$ cat config.mk
export PLATFORM = sky130hd
export DESIGN_NAME = js_escape_decoder_core
export DESIGN_NICKNAME = d
export VERILOG_FILES = /design/src/rtl/jsed_pkg.sv /design/src/rtl/js_escape_decoder_core.sv /design/src/rtl/jsed_front.sv /design/src/rtl/jsed_grp_q.sv /design/src/rtl/jsed_back.sv
export SDC_FILE = /design/constraint.sdc
export NUM_CORES = 1
export LEC_CHECK = 0
export BUFFER_PORTS_ARGS = -buffer_cell sky130_fd_sc_hd__buf_2
export CORE_UTILIZATION = 35
export DETAILED_ROUTE_END_ITERATION = 7
export GPL_TIMING_DRIVEN = 0
export PLACE_DENSITY_LB_ADDON = 0.08
export SYNTH_ARGS = -nofsm -noshare
export SYNTH_HDL_FRONTEND = slang
export SYNTH_SLANG_ARGS = --single-unit
export TNS_END_PERCENT = 30
$ cat constraint.sdc
create_clock -name clk -period 12.5 [get_ports clk]
set_input_delay 1.25 -clock clk [delete_from_list [all_inputs] [get_ports clk]]
set_output_delay 1.25 -clock clk [all_outputs]
set_load 0.03 [all_outputs]
$ cat src/rtl/jsed_pkg.sv
`timescale 1ns / 1ps
// ----------------------------------------------------------------------------
// jsed_pkg
// Shared types and constants for the escape decoder: beat structs, the
// parser mode encoding and the decoded-byte group passed front to back.
// ----------------------------------------------------------------------------
package jsed_pkg;

  // Most decoded bytes one input byte can settle.
  localparam int MaxRes = 5;
  localparam int GrpCntW = $clog2(MaxRes + 1);

  // Default depth of the group queue between front and back.
  localparam int GrpQDepth = 4;

  typedef struct packed {
    logic [7:0] in_byte;
    logic       in_end;
  } in_beat_t;

  typedef struct packed {
    logic [7:0] out_byte;
    logic       run_last;
    logic       string_done;
  } out_beat_t;

  typedef enum logic [2:0] {
    MODE_IDLE = 3'd0,
    MODE_BSL  = 3'd1,
    MODE_U    = 3'd2,
    MODE_X    = 3'd3,
    MODE_OCT  = 3'd4
  } mode_t;

  // Bytes decoded from one input beat, oldest in slot 0.
  typedef struct packed {
    logic [GrpCntW-1:0]      cnt;
    logic                    str_end;
    logic [MaxRes-1:0][7:0]  bytes;
  } grp_t;

  // Queue head as seen by the back end.
  typedef struct packed {
    logic empty;
    grp_t grp;
  } grp_head_t;

endpackage

$ cat src/rtl/js_escape_decoder_core.sv
`timescale 1ns / 1ps
// ----------------------------------------------------------------------------
// js_escape_decoder_core
// JavaScript string escape decoder: raw escaped bytes in, decoded bytes out.
// ----------------------------------------------------------------------------
//
//  channel | handshake          | payload     | beat
//  --------+--------------------+-------------+-------------------------------
//  item    | push / full        | in_beat_t   | one raw byte + end-of-string
//  result  | empty / pop        | out_beat_t  | one decoded byte + markers
//
//  One raw byte is taken per cycle while the group queue has room.
//  Results leave at one beat per cycle while they are popped, so a byte that
//  settles several decoded bytes keeps the serializer busy for each of them in turn; the group queue soaks that up.
//  With the serializer free, the first result of a byte goes from the group
//  queue, written when that byte is taken, into the result register, which
//  then drives it on the ports.
//  Synchronous reset returns the parser to idle and empties queue and output.
//  A stalled result stays until popped; the parser runs until the queue fills.
//
// Structure:
//  - jsed_front: escape parser state (mode, up to three held digits). Each
//    byte yields a group of 0..5 decoded bytes, built in the same cycle.
//    Bytes that settle nothing write no group.
//  - jsed_grp_q: small group queue; its full flag is the block's full.
//  - jsed_back: steps through the head group, one byte into the result
//    register per cycle unless a result waits unpopped; run_last marks the
//    last byte of a group, string_done that of a group ending the string.
//
module js_escape_decoder_core #(
  parameter int GrpDepth = jsed_pkg::GrpQDepth
) (
  input  logic                clk,
  input  logic                rst,
  input  logic                push,
  output logic                full,
  input  jsed_pkg::in_beat_t  item,
  output logic                empty,
  input  logic                pop,
  output jsed_pkg::out_beat_t result
);
  import jsed_pkg::*;

  logic      grp_wr;
  grp_t      grp;
  logic      q_rd;
  grp_head_t head;

  // parser
  jsed_front u_front (
    .clk    (clk),
    .rst    (rst),
    .push   (push),
    .q_full (full),
    .item   (item),
    .grp_wr (grp_wr),
    .grp    (grp)
  );

  // front/back decoupling queue
  jsed_grp_q #(
    .Depth (GrpDepth)
  ) u_grp_q (
    .clk    (clk),
    .rst    (rst),
    .wr     (grp_wr),
    .wr_grp (grp),
    .full   (full),
    .rd     (q_rd),
    .head   (head)
  );

  // serializer and result register
  jsed_back u_back (
    .clk    (clk),
    .rst    (rst),
    .head   (head),
    .q_rd   (q_rd),
    .empty  (empty),
    .pop    (pop),
    .result (result)
  );

endmodule

$ cat src/rtl/jsed_front.sv
`timescale 1ns / 1ps
// ----------------------------------------------------------------------------
// jsed_front
// Escape parser. Takes one raw byte per cycle while the queue has room,
// updates the escape state and produces the group of decoded bytes it settles.
// ----------------------------------------------------------------------------
module jsed_front (
  input  logic             clk,
  input  logic             rst,
  input  logic             push,
  input  logic             q_full,
  input  jsed_pkg::in_beat_t item,
  output logic             grp_wr,
  output jsed_pkg::grp_t   grp
);
  import jsed_pkg::*;

  localparam logic [7:0] CH_0   = 8'h30;
  localparam logic [7:0] CH_3   = 8'h33;
  localparam logic [7:0] CH_7   = 8'h37;
  localparam logic [7:0] CH_9   = 8'h39;
  localparam logic [7:0] CH_UA  = 8'h41;
  localparam logic [7:0] CH_UF  = 8'h46;
  localparam logic [7:0] CH_LA  = 8'h61;
  localparam logic [7:0] CH_LB  = 8'h62;
  localparam logic [7:0] CH_LF  = 8'h66;
  localparam logic [7:0] CH_LN  = 8'h6E;
  localparam logic [7:0] CH_LR  = 8'h72;
  localparam logic [7:0] CH_LT  = 8'h74;
  localparam logic [7:0] CH_LU  = 8'h75;
  localparam logic [7:0] CH_LV  = 8'h76;
  localparam logic [7:0] CH_LX  = 8'h78;
  localparam logic [7:0] CH_BSL = 8'h5C;
  localparam logic [7:0] FW_LIM = 8'h5F;
  localparam logic [7:0] FW_ADD = 8'h20;

  function automatic logic is_hex(logic [7:0] c);
    return (c >= CH_0 && c <= CH_9) || (c >= CH_LA && c <= CH_LF) ||
           (c >= CH_UA && c <= CH_UF);
  endfunction

  function automatic logic is_oct(logic [7:0] c);
    return c >= CH_0 && c <= CH_7;
  endfunction

  function automatic logic is_f(logic [7:0] c);
    return c == CH_LF || c == CH_UF;
  endfunction

  function automatic logic [3:0] hex_val(logic [7:0] c);
    logic [7:0] v;
    if (c >= CH_LA) v = c - CH_LA + 8'd10;
    else if (c >= CH_UA) v = c - CH_UA + 8'd10;
    else v = c - CH_0;
    return v[3:0];
  endfunction

  function automatic logic [7:0] esc_map(logic [7:0] c);
    logic [7:0] o;
    case (c)
      CH_LA:   o = 8'h07;
      CH_LB:   o = 8'h08;
      CH_LF:   o = 8'h0C;
      CH_LN:   o = 8'h0A;
      CH_LR:   o = 8'h0D;
      CH_LT:   o = 8'h09;
      CH_LV:   o = 8'h0B;
      default: o = c;
    endcase
    return o;
  endfunction

  function automatic logic [7:0] oct_val(logic [23:0] h, logic [1:0] n);
    logic [7:0] hi;
    logic [7:0] lo;
    hi = h[15:8] - CH_0;
    lo = h[7:0] - CH_0;
    if (n >= 2'd2) return (hi << 3) + lo;
    return lo;
  endfunction

  function automatic grp_t grp_push(grp_t g, logic [7:0] b);
    grp_t r;
    r = g;
    if (g.cnt < GrpCntW'(MaxRes)) begin
      r.bytes[g.cnt] = b;
      r.cnt = g.cnt + 1'b1;
    end
    return r;
  endfunction

  // Letter of a broken \u or \x, then its held digits oldest first.
  function automatic grp_t grp_flush(grp_t g, logic [7:0] letter, logic [23:0] h,
                                     logic [1:0] n);
    grp_t r;
    r = grp_push(g, letter);
    if (n >= 2'd3) r = grp_push(r, h[23:16]);
    if (n >= 2'd2) r = grp_push(r, h[15:8]);
    if (n >= 2'd1) r = grp_push(r, h[7:0]);
    return r;
  endfunction

  mode_t       mode, mode_next;
  logic [23:0] held, held_next;
  logic [1:0]  hcnt, hcnt_next;
  logic        accept;
  logic        redo;
  logic [7:0]  c;
  logic [7:0]  lo;
  logic [7:0]  d2, d1, d0;

  assign accept = push && !q_full;
  assign c      = item.in_byte;

  always_ff @(posedge clk) begin
    if (rst) begin
      mode <= MODE_IDLE;
      held <= '0;
      hcnt <= '0;
    end else if (accept) begin
      mode <= mode_next;
      held <= held_next;
      hcnt <= hcnt_next;
    end
  end

  always_comb begin
    mode_next = mode;
    held_next = held;
    hcnt_next = hcnt;
    redo      = 1'b0;
    grp       = '0;
    lo        = {hex_val(held[7:0]), hex_val(c)};
    d2        = held[15:8] - CH_0;
    d1        = held[7:0] - CH_0;
    d0        = c - CH_0;

    case (mode)
      MODE_BSL: begin
        if (c == CH_LU) begin
          mode_next = MODE_U;
        end else if (c == CH_LX) begin
          mode_next = MODE_X;
        end else if (is_oct(c)) begin
          mode_next = MODE_OCT;
          held_next = {held[15:0], c};
          hcnt_next = hcnt + 2'd1;
        end else begin
          grp       = grp_push(grp, esc_map(c));
          mode_next = MODE_IDLE;
          held_next = '0;
          hcnt_next = '0;
        end
      end
      MODE_U: begin
        if (!is_hex(c)) begin
          grp  = grp_flush(grp, CH_LU, held, hcnt);
          redo = 1'b1;
        end else if (hcnt < 2'd3) begin
          held_next = {held[15:0], c};
          hcnt_next = hcnt + 2'd1;
        end else begin
          // full-width ASCII: \uFFxx folds back into the printable range
          if (lo != 8'h00 && lo < FW_LIM && is_f(held[23:16]) && is_f(held[15:8]))
            lo = lo + FW_ADD;
          grp       = grp_push(grp, lo);
          mode_next = MODE_IDLE;
          held_next = '0;
          hcnt_next = '0;
        end
      end
      MODE_X: begin
        if (!is_hex(c)) begin
          grp  = grp_flush(grp, CH_LX, held, hcnt);
          redo = 1'b1;
        end else if (hcnt < 2'd1) begin
          held_next = {held[15:0], c};
          hcnt_next = hcnt + 2'd1;
        end else begin
          grp       = grp_push(grp, lo);
          mode_next = MODE_IDLE;
          held_next = '0;
          hcnt_next = '0;
        end
      end
      MODE_OCT: begin
        if (!is_oct(c)) begin
          grp  = grp_push(grp, oct_val(held, hcnt));
          redo = 1'b1;
        end else if (hcnt < 2'd2) begin
          held_next = {held[15:0], c};
          hcnt_next = hcnt + 2'd1;
        end else begin
          if (held[15:8] <= CH_3) begin
            grp = grp_push(grp, (d2 << 6) + (d1 << 3) + d0);
          end else begin
            // leading digit too big for three: third digit goes out as is
            grp = grp_push(grp, oct_val(held, hcnt));
            grp = grp_push(grp, c);
          end
          mode_next = MODE_IDLE;
          held_next = '0;
          hcnt_next = '0;
        end
      end
      default: begin
        redo = 1'b1;
      end
    endcase

    // Byte handled afresh from idle.
    if (redo) begin
      held_next = '0;
      hcnt_next = '0;
      if (c == CH_BSL) begin
        mode_next = MODE_BSL;
      end else begin
        mode_next = MODE_IDLE;
        grp       = grp_push(grp, c);
      end
    end

    // End of string: flush whatever escape is still open.
    if (item.in_end) begin
      case (mode_next)
        MODE_BSL: grp = grp_push(grp, CH_BSL);
        MODE_U:   grp = grp_flush(grp, CH_LU, held_next, hcnt_next);
        MODE_X:   grp = grp_flush(grp, CH_LX, held_next, hcnt_next);
        MODE_OCT: grp = grp_push(grp, oct_val(held_next, hcnt_next));
        default:  grp = grp;
      endcase
      mode_next = MODE_IDLE;
      held_next = '0;
      hcnt_next = '0;
    end
    grp.str_end = item.in_end;
  end

  assign grp_wr = accept && (grp.cnt != '0);

endmodule

$ cat src/rtl/jsed_grp_q.sv
`timescale 1ns / 1ps
// ----------------------------------------------------------------------------
// jsed_grp_q
// Short queue of decoded-byte groups between parser and serializer.
// ----------------------------------------------------------------------------
module jsed_grp_q #(
  parameter int Depth = jsed_pkg::GrpQDepth
) (
  input  logic                clk,
  input  logic                rst,
  input  logic                wr,
  input  jsed_pkg::grp_t      wr_grp,
  output logic                full,
  input  logic                rd,
  output jsed_pkg::grp_head_t head
);
  import jsed_pkg::*;

  localparam int PtrW = (Depth > 1) ? $clog2(Depth) : 1;
  localparam int CntW = $clog2(Depth + 1);

  grp_t            mem [Depth];
  logic [PtrW-1:0] wr_ptr, rd_ptr;
  logic [CntW-1:0] count;
  logic            do_wr, do_rd;

  assign full       = count == CntW'(Depth);
  assign head.empty = count == '0;
  assign head.grp   = mem[rd_ptr];
  assign do_wr      = wr && !full;
  assign do_rd      = rd && !head.empty;

  always_ff @(posedge clk) begin
    if (do_wr) mem[wr_ptr] <= wr_grp;
  end

  always_ff @(posedge clk) begin
    if (rst) begin
      wr_ptr <= '0;
      rd_ptr <= '0;
      count  <= '0;
    end else begin
      if (do_wr) wr_ptr <= (wr_ptr == PtrW'(Depth - 1)) ? '0 : wr_ptr + 1'b1;
      if (do_rd) rd_ptr <= (rd_ptr == PtrW'(Depth - 1)) ? '0 : rd_ptr + 1'b1;
      case ({do_wr, do_rd})
        2'b10:   count <= count + 1'b1;
        2'b01:   count <= count - 1'b1;
        default: count <= count;
      endcase
    end
  end

endmodule

$ cat src/rtl/jsed_back.sv
`timescale 1ns / 1ps
// ----------------------------------------------------------------------------
// jsed_back
// Serializer. Walks the head group into a registered result beat, one byte
// per cycle while no result waits, marking the last byte of group and string.
// ----------------------------------------------------------------------------
module jsed_back (
  input  logic                 clk,
  input  logic                 rst,
  input  jsed_pkg::grp_head_t  head,
  output logic                 q_rd,
  output logic                 empty,
  input  logic                 pop,
  output jsed_pkg::out_beat_t  result
);
  import jsed_pkg::*;

  logic [GrpCntW-1:0] idx;
  logic               out_valid;
  logic               load;
  logic               last;

  assign load  = !out_valid || pop;
  assign last  = idx == (head.grp.cnt - 1'b1);
  assign q_rd  = load && !head.empty && last;
  assign empty = !out_valid;

  always_ff @(posedge clk) begin
    if (rst) begin
      out_valid <= 1'b0;
      idx       <= '0;
    end else if (load) begin
      out_valid <= !head.empty;
      if (!head.empty) idx <= last ? '0 : idx + 1'b1;
    end
  end

  always_ff @(posedge clk) begin
    if (load && !head.empty) begin
      result.out_byte    <= head.grp.bytes[idx];
      result.run_last    <= last;
      result.string_done <= last && head.grp.str_end;
    end
  end

endmodule

After elaboration in Yosys (flattened, before gate mapping)
Memory sizes are Yosys's and may differ from the RTL's. A register that Yosys moved wholly into a read port is not among the register bits.
Cells that the tools add are included.
{"block": "word_totals", "ff_bits": 50, "ramBits": 176, "inputBits": 13, "mem_count": 1}
{"block": "classes", "add_sub_neg": 40, "order_cmp": 66, "n_eq_ne": 28, "muxes": 217, "n_bitwise": 10, "n_reduce_logical": 43}
{"memory": "u_grp_q.mem", "depth": 4, "word_bits": 44, "read_ports": 1, "rd_clocked_by_memory_dff": 1, "wr": 1, "line_no": "jsed_grp_q.sv:22", "rtl": "grp_t mem [Depth];"}
{"cell": "$mux W44", "count": 38}
{"cell": "$mux W40", "count": 22}
{"cell": "$bwmux W40", "count": 15}
{"cell": "$demux W8 S3", "count": 15}
{"cell": "$pmux W44 S4", "count": 2}
{"cell": "$mux W24", "count": 11}
{"cell": "$mux W8", "count": 32}
{"cell": "$mux W42", "count": 3}
{"cell": "$mux W3", "count": 38}
{"cell": "$eq A8 B7 Y1 const B", "count": 14}
{"cell": "$pmux W24 S4", "count": 1}
{"cell": "$lt A3 B4 Y1 const B", "count": 16}
{"cell": "$pmux W8 S7", "count": 1}
{"cell": "$add A3 B1 Y3 const B", "count": 17}
{"cell": "$ge A3 B1 Y1 const B", "count": 15}
{"cell": "$lt A3 B3 Y1 const B", "count": 15}
{"cell": "$and A20 B20 Y20", "count": 2}
{"cell": "$not A20 Y20", "count": 2}
{"cell": "$or A20 B20 Y20", "count": 2}
{"cell": "$add A8 B8 Y8", "count": 4}
{"cell": "$ge A8 B7 Y1 const B", "count": 4}
{"cell": "$mux W2", "count": 15}
{"cell": "$logic_and A1 B1 Y1", "count": 29}
{"cell": "$or A25 B25 Y25", "count": 1}
{"cell": "39 further kinds", "count": 90}

Longest topological paths before layout
Gate-level depths: netlist (run 1).
{"block": "depth", "ltp_word": 78, "ltp_mapped": 37, "depth_no_buf": 35}

Modules after synthesis
From an unflattened synthesis (run 1), not the netlist that was laid out.
{"block": "unflattened", "cells_unflattened": 1369, "hier_area_um2": 14517.7}
{"module": "jsed_grp_q", "instances": 1, "cells_per_inst": 284, "area_per_inst_um2": 6830.3}
{"module": "jsed_front", "instances": 1, "cells_per_inst": 1010, "area_per_inst_um2": 6812.8}
{"module": "jsed_back", "instances": 1, "cells_per_inst": 75, "area_per_inst_um2": 874.6}

Worst setup path after synthesis (run 1)
OpenSTA, ideal clock, no wires.
{"block": "synth_timing", "kind": "input -> register", "from": "input port item[2] (netlist name)", "to": "memory u_grp_q.mem[0][0] (netlist name) (enable)", "setup_time_ns": 0.406, "arrival_time_ns": 8.180, "required_time_ns": 12.094, "setup_slack_ns": 3.914, "cell_stages": 29, "path_buffers": 4, "path_cell_list": "clkbuf_1 inv_1 ha_1 or4b_4 nand2_1 a22o_4 a31oi_4 a221o_1 buf_4 ha_1 a32oi_2 buf_2 inv_1 ha_1 clkbuf_1 nand2_1 o21ai_0 ha_1 a311oi_1 a221oi_2 ha_1 nand2_1 a2bb2oi_4 inv_2 ha_1 a32oi_1 o21ai_1 o31a_2 and2_1"}
{"element": "start, declared", "line_no": "js_escape_decoder_core.sv:37", "rtl": "input jsed_pkg::in_beat_t item,"}
{"element": "end, declared", "line_no": "jsed_grp_q.sv:22"}

==> results of run 1 <==
worst max-delay path: cells and delay by family:
family | cells | cell delay [ns]
compound gates | 11 | 2.81
xor+xnor | 1 | 0.16
fa+ha+maj | 8 | 2.37
buf+inv | 10 | 2.32
simple gates | 6 | 1.67
metal layers:
layer  vias up  share of wire, %
met4         0               4.5
met5         -                 0
met3       129               5.1
met2       448                46
met1      5899                44
li1       5305                 -
power by group through the flow:
| stage | Sequential (uW) | Combinational, uW | Clock (uW) |
|---|---|---|---|
| 3_3_place_gp | 950 | 468 | 0 |
| 4_1_cts | 933 | 479 | 727 |
| 3_5_place_dp | 949 | 478 | 0 |
| 6_report | 932 | 468 | 713 |
| 2_1_floorplan | 981 | 294 | 0 |
| 5_1_grt | 939 | 509 | 754 |
worst paths after layout:
kind                                        from                to  slack [ns]  cells past startpoint
worst max register to register  u_front.held[10]  u_grp_q.count[2]        4.04                     32
worst min-delay path            u_back.out_valid  u_back.out_valid        0.49                      2
worst max-delay path                     item[2]  u_grp_q.count[2]        2.36                     36
worst min register to register  u_back.out_valid  u_back.out_valid        0.49                      2
cell usage in the layout, fill, tap and decap left out, drive strengths merged, types with 6 or more instances in the layout:
master  netlist  final
edfxtp      186    186
clkbuf       77    115
nor2        114    114
nand2        88     88
a21oi        83     83
o21ai        72     72
inv          67     68
a22oi        62     62
mux4         52     52
buf          24     52
ha           50     50
dfxtp        42     42
nor3         35     35
a221oi       27     27
nand3        22     22
and2         22     22
xnor2        21     21
mux2i        20     20
o22ai        19     19
a221o        18     18
xor2         15     15
o221ai       14     14
and3         13     13
a21o         13     13
nor2b        12     12
a211oi       11     11
a31oi        11     11
nand2b       10     10
o31ai        10     10
nand4         9      9
o211ai        9      9
or3           7      7
a41oi         6      6
a22o          6      6
a32oi         6      6
sequential cells by signal (all words and copies together), names as in the netlist, 3 cells and up, named ones only:
signal	flops
u_grp_q.mem	176
u_front.held	24
u_back.result	10
u_back.idx	3
u_front.mode	3
u_grp_q.count	3
cell type report:
| cell class | instances | area [sq um] |
|---|---|---|
| clock buffer | 38 | 704 |
| multi-input combinational | 942 | 7240 |
| fill | 3957 | 24000 |
| tap | 525 | 657 |
| timing repair buffer | 28 | 208 |
| clock inverter | 8 | 78.8 |
| sequential | 228 | 6430 |
| inverter | 67 | 251 |
| buffer | 101 | 408 |
kinds of logic after synthesis:
group	count (synthesis)	synth area share, %
flip-flops	228	44.9
XOR/XNOR	36	2.20
buffers and inverters	168	4.61
multiplexers	74	9.82
adder cells (fa/ha/maj)	55	5.07
AND/OR/NAND/NOR	364	12.7
AO/OA/AOI/OAI	413	20.7
stage by stage:
| stage | total power (uW) | utilization [%] | worst slack [ns] | hold WS [ns] |
|---|---|---|---|---|
| final | 2110 | 39.9 | 2.36 | 0.486 |
| after global routing | 2200 | 39.9 | 1.70 | 0.507 |
| after CTS | 2140 | 39.9 | 2.40 | 0.487 |
| after detailed placement | 1430 | 38.0 | 1.84 | 0.480 |
| after global placement | 1420 | 37.7 | 0.706 | 0.458 |
| after floorplan | 1280 | - | 3.91 | 0.445 |
==> parameters.txt, run 1 <==
Parameter                              Value

Cells and area
  Nets ... 1461
  Relative area change from synthesis to final layout ... 11.6%
  Finished layout cell area ... approximately 16000 sq um
  Diode insertion count for antenna repair ... 0
  Fraction of layout instances using a drive strength above 1 ... a little under an eighth
  Count of placed standard cells in the final layout, fillers left out ... 1937

Route
  Routed wirelength normalized by instance count ... approximately 27 um
  1st-iter DRT viols ... 1173
  Routed wire length ... roughly 52000 um
  Via total after detailed routing ... roughly 12k
  Final antenna-violating net count ... 0
  Detailed-router iteration count before antenna repair ... 6
  DRC ... 0
  Mean number of vias per cell ... a little over 6

GRT
  Remaining global-route overflow ... 0
  Global-route track usage on met2 ... 40.7%
  Wire length of the first global-routing pass ... between 70000 and 80000 um
  Met1 Track Usage GR ... between 30% and 40%
  Antenna violations before repair ... 0
  Pin count of the biggest net entering global routing ... 30
  Aggregate global-route resource usage ... between 20% and 30%
  Via count of the first global-routing pass ... between 10k and 15k
  GR Util met3 ... 2.93%
  Busiest layer in global routing ... met2

Clock tree
  TritonCTS clock tree ... yes
  Num CTS Buffers ... 25
  Resize count post-CTS ... 0
  Clock network latency to the later pin of the worst-skew pair ... 0.55 ns
  Number of H-tree levels ... 1
  Num Clock Sinks ... approximately 230
  Buffer depth of the longest clock path ... 3
  Root buffer cell ... clkbuf_16
  CTS Hold Bufs ... 0
  Buffer count from post-CTS setup fixing ... 0
  Clock edge transition at the registers on the reported setup and hold paths ... ~0.060 ns

Timing
  Final slew viol count ... 0
  Portion of the clock cycle consumed by the worst path in the final layout ... between 80% and 90%
  Slew at the pin closest to its max-slew limit ... about 1.2 ns
  Setup repair after global routing missed its margin ... false
  FMAX ... roughly 0.1 GHz
  Largest clock skew in the final design ... between 0.02 and 0.03 ns
  Max-Slew Margin vs Limit ... just over 20%
  Final setup violation count ... 0
  Time the final worst path needs with I/O delays and setup ... 10.14 ns
  Setup TNS Final ... 0 ns
  Endpoints failing hold ... 0

Synthesis
  Unique cell type count in the Yosys netlist ... a little over 90
  Count of yosys warnings during synthesis ... 0
  Net count after synthesis ... roughly 1.4k
  Ys flop type ... edfxtp_1
  Gate Count Post-Synth ... 1338
  Share of the synthesized area in the top cell type ... about 40%
  Share of synthesized area occupied by flip-flops and latches ... 44.9%
  Async set-reset flop share out of synthesis ... 0%
  Number of synthesized flops with an enable pin ... approximately 190
  Synthesis-stage register bit count ... between 200 and 250
  Area contributors post-synth ... edfxtp_1, mux4_2, dfxtp_1
  Dominant cell by count in the synthesized netlist ... edfxtp_1
  Cell types with the highest counts after synthesis ... edfxtp_1, nor2_1, nand2_1
  Biggest area consumer among synthesized cells ... edfxtp_1
  Post-Syn Area per Cell ... 10.7 sq um
  Syn Std Cell Area ... ~14000 sq um

Critical path
  Arrival time of the worst setup path ... approximately 11 ns
  Delay of the slowest cell on the worst path ... ~0.60 ns
  Type of element capturing the critical path ... register
  Slowest cell on crit path ... clkbuf_1
  Maximum fanout along the worst path ... 10
  Type of the worst setup path ... in2reg
  Kind of start point of the critical path ... input pin
  Critical path required time ... 12.97 ns
  Critical path's most frequent cell ... ha_1

Place
  Number of port buffers ... 24
  Final weighted congestion of routability-driven global placement ... between 0.9 and 1
  Total cell area at the placement stage ... 15200 sq um
  Count of placed standard cells including taps ... roughly 1.9k
  Final HPWL DP ... between 30000 and 40000 um

Hold path
  HP Class ... reg2reg

Pwr
  Net Switching ... around 600 uW
  Switching part of the total power ... 28.5%
  Portion of total power attributed to combinational logic ... 22.1%
  Pint ... ~1500 uW
  Pwr dens ... ~130 nW/um^2
  Peak supply drop ... just under 0.0001 V
  Leak pwr ... 0.00542 uW
  Part of the total power dissipated in sequential elements ... 44.1%
  Clk network pwr share ... 33.7%

Flow run
  Number of max-cap violations ... 0

Status
  Status ... finished, final reports clean

Floorplanning
  Number of top-level pins ... 25
  Initial Util ... 35.8%
  Die area ... 41700 sq um
  Die height ... between 200 and 250 um
  Number of placement rows ... between 70 and 80
  Placeable core area ... between 40000 and 50000 sq um
  Die extent in x ... ~200 um
Note: power is estimated with default switching activity, not from simulation.
==> run 2, diff against run 1 <==
clock period = 9.2 ns   (was 12.5 ns; I/O delays follow)
==> run 2 against run 1 <==
  * Sequential cell count stayed put
  * Cell area is 0.46% higher
  * Non-clock buffer count is 4 higher
  * Register-to-register slack worse by 2.9 ns
==> parameters.txt, run 2 (synthesis gave the netlist of run 1 again) <==
Parameter                              Value

Route
  Mean number of vias per cell ... 6.07
  Routed wirelength normalized by instance count ... between 20 and 30 um
  Final antenna-violating net count ... 0
  1st-iter DRT viols ... around 1.2k
  DRC ... 0
  Via total after detailed routing ... 11.8k
  Detailed-router iteration count before antenna repair ... 5
  Routed wire length ... roughly 52000 um

Floorplanning
  Placeable core area ... around 40000 sq um
  Die height ... between 200 and 250 um
  Initial Util ... 35.8%
  Die area ... between 40000 and 50000 sq um
  Number of top-level pins ... 25
  Number of placement rows ... 73
  Die extent in x ... 204 um

Critical path
  Kind of start point of the critical path ... input pin
  Type of the worst setup path ... in2reg
  Type of element capturing the critical path ... register
  Slowest cell on crit path ... o31a_2
  Critical path's most frequent cell ... ha_1
  Arrival time of the worst setup path ... 9.13 ns
  Critical path required time ... roughly 9.7 ns
  Delay of the slowest cell on the worst path ... approximately 0.51 ns
  Maximum fanout along the worst path ... 10

Cells and area
  Multi-input gate area in the final layout ... 7270 sq um
  Relative area change from synthesis to final layout ... 12.1%
  Fillcell total ... just under 4k
  Finished layout cell area ... 16000 sq um
  Area occupied by registers ... 6430 sq um
  Leading cell type in the layout, fill and taps excluded ... edfxtp_1
  Commonest non-fill, non-tap cells in the layout ... edfxtp_1, nor2_1, nand2_1, clkbuf_1, a21oi_1
  Number of flip-flops under the largest register name ... roughly 180
  Fraction of layout instances using a drive strength above 1 ... ~13%
  Register name with the most flops ... u_grp_q.mem
  Diode insertion count for antenna repair ... 0
  Top Registers ... u_grp_q.mem: 176 flops, u_front.held: 24 flops, u_back.result: 10 flops
  Nets ... 1465
  Share of the core filled with cells ... about two fifths

Timing
  Final setup violation count ... 0
  Max-Slew Margin vs Limit ... a little over a fifth
  Setup TNS Final ... 0 ns
  Endpoints failing hold ... 0
  Slew at the pin closest to its max-slew limit ... around 1.2 ns
  Setup repair after global routing missed its margin ... false
  FMAX ... 0.115 GHz
  Final slew viol count ... 0
  Final worst setup slack ... around 0.54 ns
  Time the final worst path needs with I/O delays and setup ... around 8.7 ns
  Portion of the clock cycle consumed by the worst path in the final layout ... 94.1%
  Min Hold Slack ... ~0.49 ns
  Largest clock skew in the final design ... 0.0282 ns

Clock tree
  TritonCTS clock tree ... yes
  CTS Hold Bufs ... 0
  Number of H-tree levels ... 1
  Num CTS Buffers ... 25
  Root buffer cell ... clkbuf_16
  Clock edge transition at the registers on the reported setup and hold paths ... about 0.06 ns
  Num Clock Sinks ... about 230
  Buffer depth of the longest clock path ... 3
  Clock network latency to the later pin of the worst-skew pair ... ~0.56 ns

Place
  Final HPWL DP ... around 39000 um
  Total cell area at the placement stage ... ~15000 sq um
  Number of port buffers ... 24
  Placement-stage worst setup slack ... -1.13 ns
  Final weighted congestion of routability-driven global placement ... around 0.96

Flow run
  Number of max-cap violations ... 0

Hold path
  HP Class ... reg2reg

Pwr
  Pwr dens ... around 180 nW/um^2
  Leak pwr ... approximately 0.0055 uW
  Peak supply drop ... around 0.00013 V

GRT
  Wire length of the first global-routing pass ... between 70000 and 80000 um
  Aggregate global-route resource usage ... between 20% and 30%
  Antenna violations before repair ... 0
  Pin count of the biggest net entering global routing ... 30
  Via count of the first global-routing pass ... about 11k
  Remaining global-route overflow ... 0

Status
  Status ... finished, final reports clean
[run 2: cell type report]
| class | count | share of cell area, % |
|---|---|---|
| tap | 525 | 4.09 |
| timing repair buffer | 32 | 1.48 |
| inverter | 67 | 1.57 |
| clock buffer | 38 | 4.39 |
| buffer | 101 | 2.60 |
| multi-input combinational | 942 | 45.3 |
| clock inverter | 8 | 0.491 |
| sequential | 228 | 40.0 |
[run 2: final timing paths]
| kind | depth (start not counted) | start | to | slack, ns |
|---|---|---|---|---|
| worst max-delay path | 34 | item[2] | u_grp_q.count[2] | 0.54 |
| worst min-delay path | 2 | u_back.out_valid | u_back.out_valid | 0.49 |
| worst max register to register | 30 | u_front.held[10] | u_grp_q.count[2] | 1.14 |
| worst min register to register | 2 | u_back.out_valid | u_back.out_valid | 0.49 |
[run 2: worst max-delay path: cells and delay by family]
kind                     cells  cell delay, ns
AND/OR/NAND/NOR              4            1.01
buffers and inverters        9            1.49
AO/OA/AOI/OAI               13            3.35
adder cells (fa/ha/maj)      7            2.15
XOR/XNOR                     1            0.16
[run 2: metrics by stage]
stage          cells  total power, uW
6_report        1941             2870
5_1_grt         1941             2990
4_1_cts         1937             2910
3_5_place_dp    1891             1940
3_3_place_gp    1887             1930
2_1_floorplan   1338             1730
[run 2: timing repair]
item                       4_1_cts  5_1_grt
setup endpoints to repair      179      176
cloned                           0        0
pin swaps                        0        2
setup buffers                    0        4
gates resized for setup          6       12
[run 2: power breakdown]
group | internal (uW) | switching [uW] | total (uW)
Combinational | 258 | 378 | 637
Sequential | 1240 | 28.9 | 1270
Clock | 558 | 413 | 971
Total | 2050 | 820 | 2870
[run 2: routing by layer]
| layer | vias to the layer above | global-route usage, % | wire length (um) |
|---|---|---|---|
| met2 | 475 | 40.7 | 24000 |
| met1 | 5856 | 33.0 | 22300 |
| met4 | 0 | 10.4 | 2410 |
| li1 | 5305 | - | - |
| met5 | - | 0 | 0 |
| met3 | 138 | 2.93 | 2930 |
